$ cat src/hw/rtl/kdl_pkg.sv
// Package for the keyed deque list: sizes, command and status codes,
// payload structs and the sequencer state type. No dependencies.
`default_nettype none
package kdl_pkg;
    localparam int CAPACITY = 32;
    localparam int PTR_W = $clog2(CAPACITY);
    localparam int CNT_W = $clog2(CAPACITY + 1);

    typedef enum logic [2:0] {
        FN_INSERT   = 3'd0,
        FN_DEL_KEY  = 3'd1,
        FN_DEL_HEAD = 3'd2,
        FN_DEL_TAIL = 3'd3,
        FN_DUMP     = 3'd4
    } func_t;

    typedef enum logic [1:0] {
        ST_DONE  = 2'd0,
        ST_NONE  = 2'd1,
        ST_FULL  = 2'd2,
        ST_EMPTY = 2'd3
    } status_t;

    typedef struct packed {
        logic [2:0]         func;
        logic signed [31:0] key;
    } cmd_t;

    typedef struct packed {
        logic signed [31:0] value;
        logic [1:0]         status;
        logic               last;
    } rsp_t;

    typedef enum logic [2:0] {
        S_IDLE,
        S_SCAN,
        S_SHIFT_UP,
        S_SHIFT_DN,
        S_DUMP
    } state_t;

    typedef struct packed {
        logic              we;
        logic [PTR_W-1:0]  waddr;
        logic [31:0]       wdata;
        logic [PTR_W-1:0]  raddr;
    } mem_req_t;
endpackage
`default_nettype wire

$ cat src/hw/rtl/kdl_ram.sv
// Key store: single write port, one registered read port.
// Depends on kdl_pkg.
`default_nettype none
module kdl_ram
    import kdl_pkg::*;
(
    input  wire logic        clk,
    input  wire mem_req_t    req,
    output logic [31:0]      rdata
);
    logic [31:0] mem [CAPACITY];

    always_ff @(posedge clk)
    begin
        if (req.we)
        begin
            mem[req.waddr] <= req.wdata;
        end
        rdata <= mem[req.raddr];
    end
endmodule
`default_nettype wire

$ cat src/hw/rtl/kdl_ctrl.sv
// Command sequencer: scans, shifts and dumps the key store one entry a cycle.
// Depends on kdl_pkg.
`default_nettype none
module kdl_ctrl
    import kdl_pkg::*;
(
    input  wire logic   clk,
    input  wire logic   rst_n,
    input  wire logic   start,
    input  wire cmd_t   cmd,
    output logic        busy,
    output logic        done,
    output rsp_t        result,
    output mem_req_t    req,
    input  wire logic [31:0] rdata,
    output logic        head_wr,
    output logic [31:0] head_key
);
    state_t            state_reg, state_next;
    logic [CNT_W-1:0]  count_reg, count_next;
    logic [CNT_W-1:0]  idx_reg, idx_next;    // entry whose read is in flight; the hole in S_SHIFT_DN
    logic [31:0]       key_reg, key_next;
    logic              done_reg, done_next;
    rsp_t              res_reg, res_next;
    logic              accept;

    assign accept = start && !busy;

    always_ff @(posedge clk or negedge rst_n)
    begin
        if (!rst_n)
        begin
            state_reg  <= S_IDLE;
            count_reg  <= '0;
            done_reg   <= 1'b0;
        end
        else
        begin
            state_reg  <= state_next;
            count_reg  <= count_next;
            done_reg   <= done_next;
        end
    end

    always_ff @(posedge clk)
    begin
        idx_reg <= idx_next;
        key_reg <= key_next;
        res_reg <= res_next;
    end

    // next state and data path
    always_comb
    begin
        state_next  = state_reg;
        count_next  = count_reg;
        idx_next    = idx_reg;
        key_next    = key_reg;
        done_next   = 1'b0;
        res_next    = res_reg;
        req         = '0;
        case (state_reg)
            S_IDLE:
            begin
                if (accept)
                begin
                    key_next = cmd.key;
                    res_next = '{value: '0, status: ST_DONE, last: 1'b1};
                    case (cmd.func)
                        FN_INSERT:
                        begin
                            if (count_reg == CNT_W'(CAPACITY))
                            begin
                                res_next.status = ST_FULL;
                                done_next = 1'b1;
                            end
                            else if (count_reg == '0)
                            begin
                                req.we = 1'b1;
                                req.wdata = cmd.key;
                                count_next = CNT_W'(1);
                                done_next = 1'b1;
                            end
                            else
                            begin
                                // move entries up from the back
                                idx_next = count_reg - 1'b1;
                                req.raddr = PTR_W'(count_reg - 1'b1);
                                state_next = S_SHIFT_UP;
                            end
                        end
                        FN_DEL_KEY, FN_DEL_HEAD:
                        begin
                            if (count_reg == '0)
                            begin
                                res_next.status = ST_NONE;
                                done_next = 1'b1;
                            end
                            else if (cmd.func == FN_DEL_HEAD)
                            begin
                                idx_next = '0;
                                req.raddr = PTR_W'(1);
                                state_next = S_SHIFT_DN;
                            end
                            else
                            begin
                                idx_next = '0;
                                req.raddr = '0;
                                state_next = S_SCAN;
                            end
                        end
                        FN_DEL_TAIL:
                        begin
                            if (count_reg == '0)
                            begin
                                res_next.status = ST_NONE;
                            end
                            else
                            begin
                                count_next = count_reg - 1'b1;
                            end
                            done_next = 1'b1;
                        end
                        FN_DUMP:
                        begin
                            if (count_reg == '0)
                            begin
                                res_next.status = ST_EMPTY;
                                done_next = 1'b1;
                            end
                            else
                            begin
                                idx_next = '0;
                                req.raddr = '0;
                                state_next = S_DUMP;
                            end
                        end
                        default:
                        begin
                            state_next = S_IDLE;
                        end
                    endcase
                end
            end
            S_SCAN:
            begin
                if (rdata == key_reg)
                begin
                    // shift the tail down over the match
                    req.raddr = PTR_W'(idx_reg + 1'b1);
                    state_next = S_SHIFT_DN;
                end
                else if (idx_reg + 1'b1 == count_reg)
                begin
                    res_next.status = ST_NONE;
                    done_next = 1'b1;
                    state_next = S_IDLE;
                end
                else
                begin
                    idx_next = idx_reg + 1'b1;
                    req.raddr = PTR_W'(idx_reg + 1'b1);
                end
            end
            S_SHIFT_DN:
            begin
                // idx_reg is the hole; rdata holds entry idx+1 when in range
                if (idx_reg + 1'b1 >= count_reg)
                begin
                    count_next = count_reg - 1'b1;
                    done_next = 1'b1;
                    state_next = S_IDLE;
                end
                else
                begin
                    req.we = 1'b1;
                    req.waddr = PTR_W'(idx_reg);
                    req.wdata = rdata;
                    idx_next = idx_reg + 1'b1;
                    req.raddr = PTR_W'(idx_reg + 2'd2);
                end
            end
            S_SHIFT_UP:
            begin
                // the head write follows the move of entry 0
                req.we = 1'b1;
                req.waddr = PTR_W'(idx_reg + 1'b1);
                req.wdata = rdata;
                if (idx_reg == '0)
                begin
                    state_next = S_IDLE;
                    count_next = count_reg + 1'b1;
                    done_next = 1'b1;
                end
                else
                begin
                    idx_next = idx_reg - 1'b1;
                    req.raddr = PTR_W'(idx_reg - 1'b1);
                end
            end
            S_DUMP:
            begin
                res_next = '{value: rdata, status: ST_DONE,
                             last: (idx_reg + 1'b1 == count_reg)};
                done_next = 1'b1;
                if (idx_reg + 1'b1 == count_reg)
                begin
                    state_next = S_IDLE;
                end
                else
                begin
                    idx_next = idx_reg + 1'b1;
                    req.raddr = PTR_W'(idx_reg + 1'b1);
                end
            end
            default:
            begin
                state_next = S_IDLE;
            end
        endcase
    end

    // outputs
    always_comb
    begin
        busy     = (state_reg != S_IDLE) || done_reg;
        done     = done_reg;
        result   = res_reg;
        head_wr  = (state_reg == S_SHIFT_UP) && (idx_reg == '0);
        head_key = key_reg;
    end
endmodule
`default_nettype wire

$ cat src/hw/rtl/kdl_head.sv
// Request merge: adds the head-entry write that closes an insert.
// Depends on kdl_pkg.
`default_nettype none
module kdl_head
    import kdl_pkg::*;
(
    input  wire logic     clk,
    input  wire logic     rst_n,
    input  wire mem_req_t req_in,
    input  wire logic     ins_fire,
    input  wire logic [31:0] ins_key,
    output mem_req_t      req_out,
    output logic          busy
);
    logic        pend_reg;
    logic [31:0] key_reg;

    always_ff @(posedge clk or negedge rst_n)
    begin
        if (!rst_n)
        begin
            pend_reg <= 1'b0;
        end
        else
        begin
            pend_reg <= ins_fire;
        end
    end

    always_ff @(posedge clk)
    begin
        key_reg <= ins_key;
    end

    // place the new key at the front once the shift has finished
    always_comb
    begin
        req_out = req_in;
        if (pend_reg)
        begin
            req_out.we    = 1'b1;
            req_out.waddr = '0;
            req_out.wdata = key_reg;
        end
    end
    assign busy = pend_reg;
endmodule
`default_nettype wire

$ cat src/hw/rtl/keyed_deque_list_core.sv
// Top level of the keyed deque list: sequencer, head-write merge, key RAM.
// Depends on kdl_pkg, kdl_ctrl, kdl_head, kdl_ram.
//
// Usage: drive cmd_in (func, key) with start; the command transfers at a rising
// edge where start is high and busy is low. Results appear on result with
// strobe high for one cycle each; the receiver cannot stall them.
// Each command walks the key RAM one entry a cycle; the steps per command:
//   delete back, full insert, edits and dump of an empty list: answered from idle;
//   insert: entries shifted up from the back, then head write;
//   delete by key: scan for the key, then shift the tail down over it if found;
//   delete front: shift down over entry 0; dump: one result per cycle.
// Commands 5 to 7 are dropped with no result.
// Reset clears the count, so the list is empty; no clearing pass is needed.
`default_nettype none
module keyed_deque_list_core
    import kdl_pkg::*;
(
    input  wire logic clk,
    input  wire logic rst_n,
    input  wire logic start,
    input  wire cmd_t cmd_in,
    output logic      busy,
    output logic      strobe,
    output rsp_t      result
);
    mem_req_t    ctrl_req, ram_req;
    logic [31:0] rdata;
    logic        ctrl_busy, head_busy, ins_fire;
    logic [31:0] ins_key;
    rsp_t        res;

    // insert that shifted entries finishes with a head write
    kdl_ctrl u_ctrl (
        .clk(clk), .rst_n(rst_n), .start(start && !head_busy), .cmd(cmd_in),
        .busy(ctrl_busy), .done(strobe), .result(res), .req(ctrl_req), .rdata(rdata),
        .head_wr(ins_fire), .head_key(ins_key)
    );

    kdl_head u_head (
        .clk(clk), .rst_n(rst_n), .req_in(ctrl_req), .ins_fire(ins_fire),
        .ins_key(ins_key), .req_out(ram_req), .busy(head_busy)
    );

    kdl_ram u_ram (.clk(clk), .req(ram_req), .rdata(rdata));

    assign busy   = ctrl_busy || head_busy;
    assign result = res;
endmodule
`default_nettype wire

$ cat config.mk
export PLATFORM = sky130hd
export DESIGN_NAME = keyed_deque_list_core
export DESIGN_NICKNAME = d
export VERILOG_FILES = /design/src/hw/rtl/kdl_pkg.sv /design/src/hw/rtl/kdl_ram.sv /design/src/hw/rtl/kdl_ctrl.sv /design/src/hw/rtl/kdl_head.sv /design/src/hw/rtl/keyed_deque_list_core.sv
export SDC_FILE = /design/constraint.sdc
export NUM_CORES = 2
export LEC_CHECK = 0
export ABC_AREA = 1
export BUFFER_PORTS_ARGS = -buffer_cell sky130_fd_sc_hd__buf_2
export CORE_ASPECT_RATIO = 0.75
export CORE_UTILIZATION = 50
export CTS_CLUSTER_SIZE = 25
export DETAILED_ROUTE_END_ITERATION = 8
export GPL_TIMING_DRIVEN = 0
export PLACE_DENSITY = 0.78
export SYNTH_ARGS = -nofsm -noshare
export SYNTH_HDL_FRONTEND = slang
export SYNTH_SLANG_ARGS = --single-unit
export TNS_END_PERCENT = 100
$ cat constraint.sdc
create_clock -name clk -period 13.66 [get_ports clk]
set_input_delay 2.049 -clock clk [delete_from_list [all_inputs] [get_ports clk]]
set_output_delay 2.049 -clock clk [all_outputs]
set_load 0.005 [all_outputs]
; ---- After elaboration in Yosys (flattened, before gate mapping)
; Memory sizes are Yosys's and may differ from the RTL's. A register that Yosys moved wholly into a read port is not among the register bits.
; Cells that the tools add are included.
[word_totals]
reg_bits = 116
ram_bits = 1024
inputBits = 38
elab_cells = 140
memories = 1
[op_classes]
addsub = 5
order_cmp = 1
n_eq_ne = 28
muxes = 70
n_reduce_logical = 25
[memory_table]
columns = memory, depth, width, rd, rd_ports_with_merged_regs, wr, line_no
row1 = u_ram.mem, 32, 32, 1, 1, 1, kdl_ram.sv:11  ; logic [31:0] mem [CAPACITY];
[op_table]
columns = op, n
row1 = case mux 32 bit (3 select lines), 1
row2 = 2-to-1 mux 6 bit, 13
row3 = 2-to-1 mux 37 bit, 2
row4 = 2-to-1 mux 32 bit, 2
row5 = case mux 32 bit (2 select lines), 1
row6 = 2-to-1 mux 43 bit, 1
row7 = 2-to-1 mux 38 bit, 1
row8 = 2-to-1 mux 35 bit, 1
row9 = equality test 32 bit, 1
row10 = case mux 6 bit (5 select lines), 1
row11 = 2-to-1 mux 3 bit, 9
row12 = 2-to-1 mux 5 bit, 5
row13 = case mux 5 bit (5 select lines), 1
row14 = "inequality test 3 bit, second input constant", 8
row15 = case mux 6 bit (2 select lines), 2
row16 = case mux 5 bit (2 select lines), 2
row17 = case mux 6 bit (3 select lines), 1
row18 = AND reduction 8 bit, 2
row19 = case mux 3 bit (5 select lines), 1
row20 = 2-to-1 mux 1 bit, 14
row21 = "adder 6 x 1 -> 6 bit, second input constant", 2
row22 = "equality test 3 x 2 -> 1 bit, second input constant", 4
row23 = logical NOT 6 bit, 2
row24 = case mux 2 bit (3 select lines), 2
row25 = 27 further kinds, 50

; ---- Logic depth before layout (Yosys ltp)
[depth]
depth_word = 9
ltp_mapped = 25

; ---- By module
; A second synthesis with hierarchy kept.
[hier_totals]
cells_unflattened = 4313
hier_area_um2 = 48754.3
[by_module_without_submodules]
columns = mod, instances, cells_per_inst, area_per_inst_um2, seq_area_each_um2
row1 = kdl_ram, 1, 3536, 42405.7, 31390.1
row2 = kdl_ctrl, 1, 619, 5146.2, 2442.3
row3 = kdl_head, 1, 153, 1183.6, 665.6
row4 = keyed_deque_list_core, 1, 5, 18.8, 0.0

; ---- Least setup slack after synthesis
; OpenSTA, ideal clock, no wires.
[synth_path]
path_type = in2reg
from = input start
to = memory u_ram.mem[0][0], enable pin
setup_ps = 421
arrival_time_ps = 5012
t_required_ps = 13239
slack_ps = 8227
cell_stages = 6
n_path_buf = 0
path_cell_list = nand4_2 > inv_1 > nand3_1 > a31oi_1 > a21oi_1 > nor2_1
[synth_between]
elab_chain_len = 7
[synth_rtl]
columns = element, line_no
row1 = start: declaration, keyed_deque_list_core.sv:20  ; input wire logic start,
row2 = logical AND 1 bit, keyed_deque_list_core.sv:34  ; .clk(clk), .rst_n(rst_n), .start(start && !head_busy), .cmd(cmd_in),
row3 = logical AND 1 bit, kdl_ctrl.sv:27  ; assign accept = start && !busy;
row4 = 2-to-1 mux 1 bit, kdl_ctrl.sv:65  ; if (accept)
row5 = case mux 1 bit (3 select lines), kdl_ctrl.sv:62  ; case (state_reg)
row6 = 2-to-1 mux 38 bit, kdl_head.sv:39  ; if (pend_reg)
row7 = 2-to-1 mux 1 bit, kdl_ram.sv:15  ; if (req.we)
row8 = 2-to-1 mux 1 bit (implied by the code), kdl_ram.sv:17  ; mem[req.waddr] <= req.wdata;
row9 = end: declaration, kdl_ram.sv:11
; No other way between the ends.

; ---- Worst setup path after layout
[layout_path]
from = register u_ctrl.idx_reg[0]
to = register u_ram.rdata[18], read port of u_ram.mem
[layout_between]
elab_chain_len = 5
elab_cells_between_ends = 11
classes_between = add/sub: 3 / order compare: 1 / eq/ne: 1 / mux: 5 / reduce/logical: 1
[layout_rtl]
columns = element, line_no
row1 = start: declaration, kdl_ctrl.sv:21  ; logic [CNT_W-1:0] idx_reg, idx_next;
row2 = start signal: assignment, kdl_ctrl.sv:47  ; idx_reg <= idx_next;
row3 = branches (longest 4 deep; another with adder 6 x 1 -> 6 bit), n/a
row4 = case mux 5 bit (5 select lines) (*), kdl_ctrl.sv:62
row5 = end: declaration, kdl_ram.sv:9  ; output logic [31:0] rdata
; Mark *: on every way between the ends.
; A chain may end at the register's enable or synchronous reset.

==> key figures <==
Worst hold path
  • HP Class: reg -> reg
  • Hold depth: 0

Critical path
  • Crit path top cell by count: nand2_1
  • Worst Path Arrival: 6430 ps
  • Startpoint Class: flip-flop
  • CP Capture Type: flip-flop
  • Worst Path Buf+Inv: 5
  • Crit path max-delay family: buffers and inverters
  • FF-to-FF path depth: 18
  • CP Depth: 18
  • Largest stage delay on the critical path: 1160 ps
  • Worst reg-to-reg setup slack: 7850 ps
  • Critical path cell sequence: clkinv_1 > ha_1 > ha_1 > inv_1 > nor2_1 > o21ai_0 > o211a_1 > nand3_2 > inv_1 > a21oi_1 > nand2_1 > buf_2 > buf_1 > nand3_1 > nand3_1 > nand2_1 > nand2_1 > nand2_1
  • CP required: around 14000 ps
  • Crit-path slowest cell: buf_1
  • CP Class: reg -> reg
  • Crit-path max FO: 10

Clocking
  • Clock buffer depth: 3
  • Clk slew on worst S/H paths: 70 ps
  • Root Driver: clkbuf_16
  • Latest clock arrival within the worst-skew pair: 730 ps
  • H-tree depth: 3
  • Post_cts resized: 0
  • Post-CTS Hold Buffers: 0
  • Clock sink count: about 1200
  • Post-CTS setup buffer count: 0
  • Total CTS buffers: roughly 110
  • CTS tree: built

Detailed routing
  • Vias post-DR: between 30000 and 40000
  • Initial DRT Pass Iterations: 9
  • Post-Route WL: 167 mm
  • Final ANT Viol Nets: 0
  • Initial DRC Count: 7388
  • # DRC: 0
  • DR vias/cell: 6.05
  • Drt wl/cell: 25.5 um

Layout
  • Max FFs per register: 1024
  • Share of layout cells above drive strength 1: 11.0%
  • Synth-to-layout area growth: 14.4%
  • Fin area: about 59000 um^2
  • Nets@finish: slightly above 5000
  • Top reg by flops: u_ram.mem
  • Fillcell total: 7774
  • Post-route core utilization: 58.0%

Timing
  • Slew HR: -1.23%
  • WHS: 375 ps
  • Final hold vios: 0
  • Max Freq: 172 MHz
  • Worst clock skew: 30.4 ps
  • RSZ-0062 raised after global routing: false
  • Part of the cycle the worst path needs: 42.5%
  • Slew @ Worst Pin: 1520 ps
  • Final TNS setup: 0 ps
  • Pins Over Slew Limit: 11
  • Final critical-path required period: 5810 ps
  • Final setup violation count: 0

Global routing
  • GRT overflow: 0
  • First-pass GRT wire length: 241 mm
  • Largest net degree at the start of global routing: 38
  • Antenna violations before repair: 6
  • Gr usage total: 31.6%
  • Vias in the first global route: 37600

Run
  • Max Cap Viol: 1

Synth
  • Leading post-synthesis cells by cell area: edfxtp_1 (64%), nand3_1 (11%), nand2_1 (7.5%)
  • Yosys top cell by area: edfxtp_1
  • Yosys top cell area share: a little under two thirds
  • Gate Count Post-Synth: 4890
  • Post-Syn Area per Cell: roughly 11 um^2
  • Synth Register Bits: 1172
  • Yosys cell types: 48
  • YS warnings: 0
  • Synth Cell Area: around 52000 um^2
  • Sequential fraction of the synthesis area: between 60 and 70%
  • Main synth FF type: edfxtp_1
  • Post-synth EDFFs: roughly 1100
  • Ys async rst share: 0.939%
  • Syn Nets: around 5000

Pwr
  • Worst IR Drop VDD: 0.000156 V
  • PD cells: 229 nW/um^2
  • Pleak: about 0.024 uW

Place
  • Post-DP Area: 55700 um^2
  • IO Port Bufs: 74
  • GPL Wtd Cong: 0.984
  • Final HPWL DP: 114 mm

Die
  • Site Rows: roughly 100
  • Die area: 104000 um^2
  • Die Wd: 373 um
  • Initial core utilization: 50.7%
  • Die height: 280 um
  • Core Box Area: 102000 um^2
  • I/O Pins: 75

Run status
  • Status: complete, but fails checks
  • Failing checks: capacitance limit, slew limit
-- worst register-to-register path: stages (launching register included) --
cell	delay, ps
edfxtp_1	510
clkinv_1	350
ha_1	610
ha_1	310
inv_1	60
nor2_1	30
o21ai_0	160
o211a_1	270
nand3_2	250
inv_1	260
a21oi_1	110
nand2_1	270
buf_2	480
buf_1	1160
nand3_1	340
nand3_1	180
nand2_1	180
nand2_1	130
nand2_1	70
-- cell usage in the layout, fill, tap and decap left out, types with 3 or more instances in the layout --
master         n
xor2_1         8
o21ai_0       17
edfxtp_1    1097
inv_2         14
xnor2_1       23
inv_1        724
dfxtp_1       64
buf_12        26
nor3_1         5
nor2_4        35
o21ai_4       32
nand3_1     1109
nand4_1        4
bufinv_16      5
diode_2        4
buf_4         14
nand3b_1     225
o22ai_1        6
buf_2        254
nand2_1     1025
clkbuf_16    108
clkinv_2      26
buf_16        35
buf_1         31
a21oi_1       39
ha_1          15
clkbuf_1      97
nor2_1       108
clkinv_8       3
nand3_2        4
clkinvlp_4     4
clkinv_1      20
dfrtp_1       11
-- per-stage QoR --
| step | power (uW) | std cells | worst slack [ps] |
|---|---|---|---|
| final | 13500 | 6568 | 7850 |
| after global routing | 13800 | 6564 | 7800 |
| after global placement | 9920 | 6303 | 3640 |
| after CTS | 13100 | 6564 | 8190 |
| after floorplan | 7770 | 4890 | 8230 |
| after detailed placement | 10200 | 6364 | 7590 |
-- cell type report --
type | instances | area (um^2) | area share [%]
Timing Repair Buffer | 135 | 1850 | 3.14
Antenna cell | 4 | 10.0 | 0.0170
Clock inverter | 58 | 444 | 0.752
Tap cell | 1339 | 1680 | 2.84
Buffer | 290 | 1370 | 2.31
Sequential cell | 1172 | 34500 | 58.4
Clock buffer | 142 | 2850 | 4.83
Inverter | 740 | 2780 | 4.71
Multi-Input combinational cell | 2688 | 13600 | 23.0
-- synth_stat cells (all sizes together) (6+ instances only) --
cell / n
inv: 738
dfxtp: 64
nand3b: 225
clkbuf: 65
xnor2: 23
nand2: 1029
buf: 225
dfrtp: 11
nand3: 1113
o21ai: 51
ha: 15
o22ai: 6
a21oi: 41
nor2: 146
xor2: 8
edfxtp: 1097
-- worst paths after layout --
| kind | from | to |
|---|---|---|
| worst max register to register | u_ctrl.idx_reg[0] | u_ram.rdata[18] |
| worst min register to register | u_ctrl.head_key[12] | u_head.key_reg[12] |
| worst min-delay path | u_ctrl.head_key[12] | u_head.key_reg[12] |
| max in group asynchronous | rst_n | u_ctrl.count_reg[1] |
| min in group asynchronous | rst_n | u_head.busy |
| worst max-delay path | u_ctrl.idx_reg[0] | u_ram.rdata[18] |
-- logic make-up (layout without fill, tap and decap cells) --
| logic type | count (synthesis) | in the layout | share of synthesized area (%) |
|---|---|---|---|
| buffers and inverters | 1030 | 1365 | 8.03 |
| AND/OR/NAND/NOR | 2525 | 2525 | 22.9 |
| AO/OA/AOI/OAI | 117 | 117 | 1.29 |
| XOR/XNOR | 31 | 31 | 0.526 |
| other | 0 | 4 | 0 |
| flip-flops | 1172 | 1172 | 66.9 |
| adder cells (fa/ha/maj) | 15 | 15 | 0.364 |
-- where the power goes --
group | internal [uW] | leakage [uW] | total [uW] | switching [uW]
clock | 1560 | 0.00161 | 2930 | 1370
combinational | 1500 | 0.0115 | 5930 | 4420
sequential | 4510 | 0.0109 | 4650 | 147
-- layer usage --
metal	wire, um	GRT usage (%)	part of all wire [%]
met5	41	0	0.025
met4	9130	15.1	5.5
met3	29800	13.4	18
met2	67900	44.3	41
met1	60300	42.2	36
Note: power is estimated with default switching activity, not from simulation.
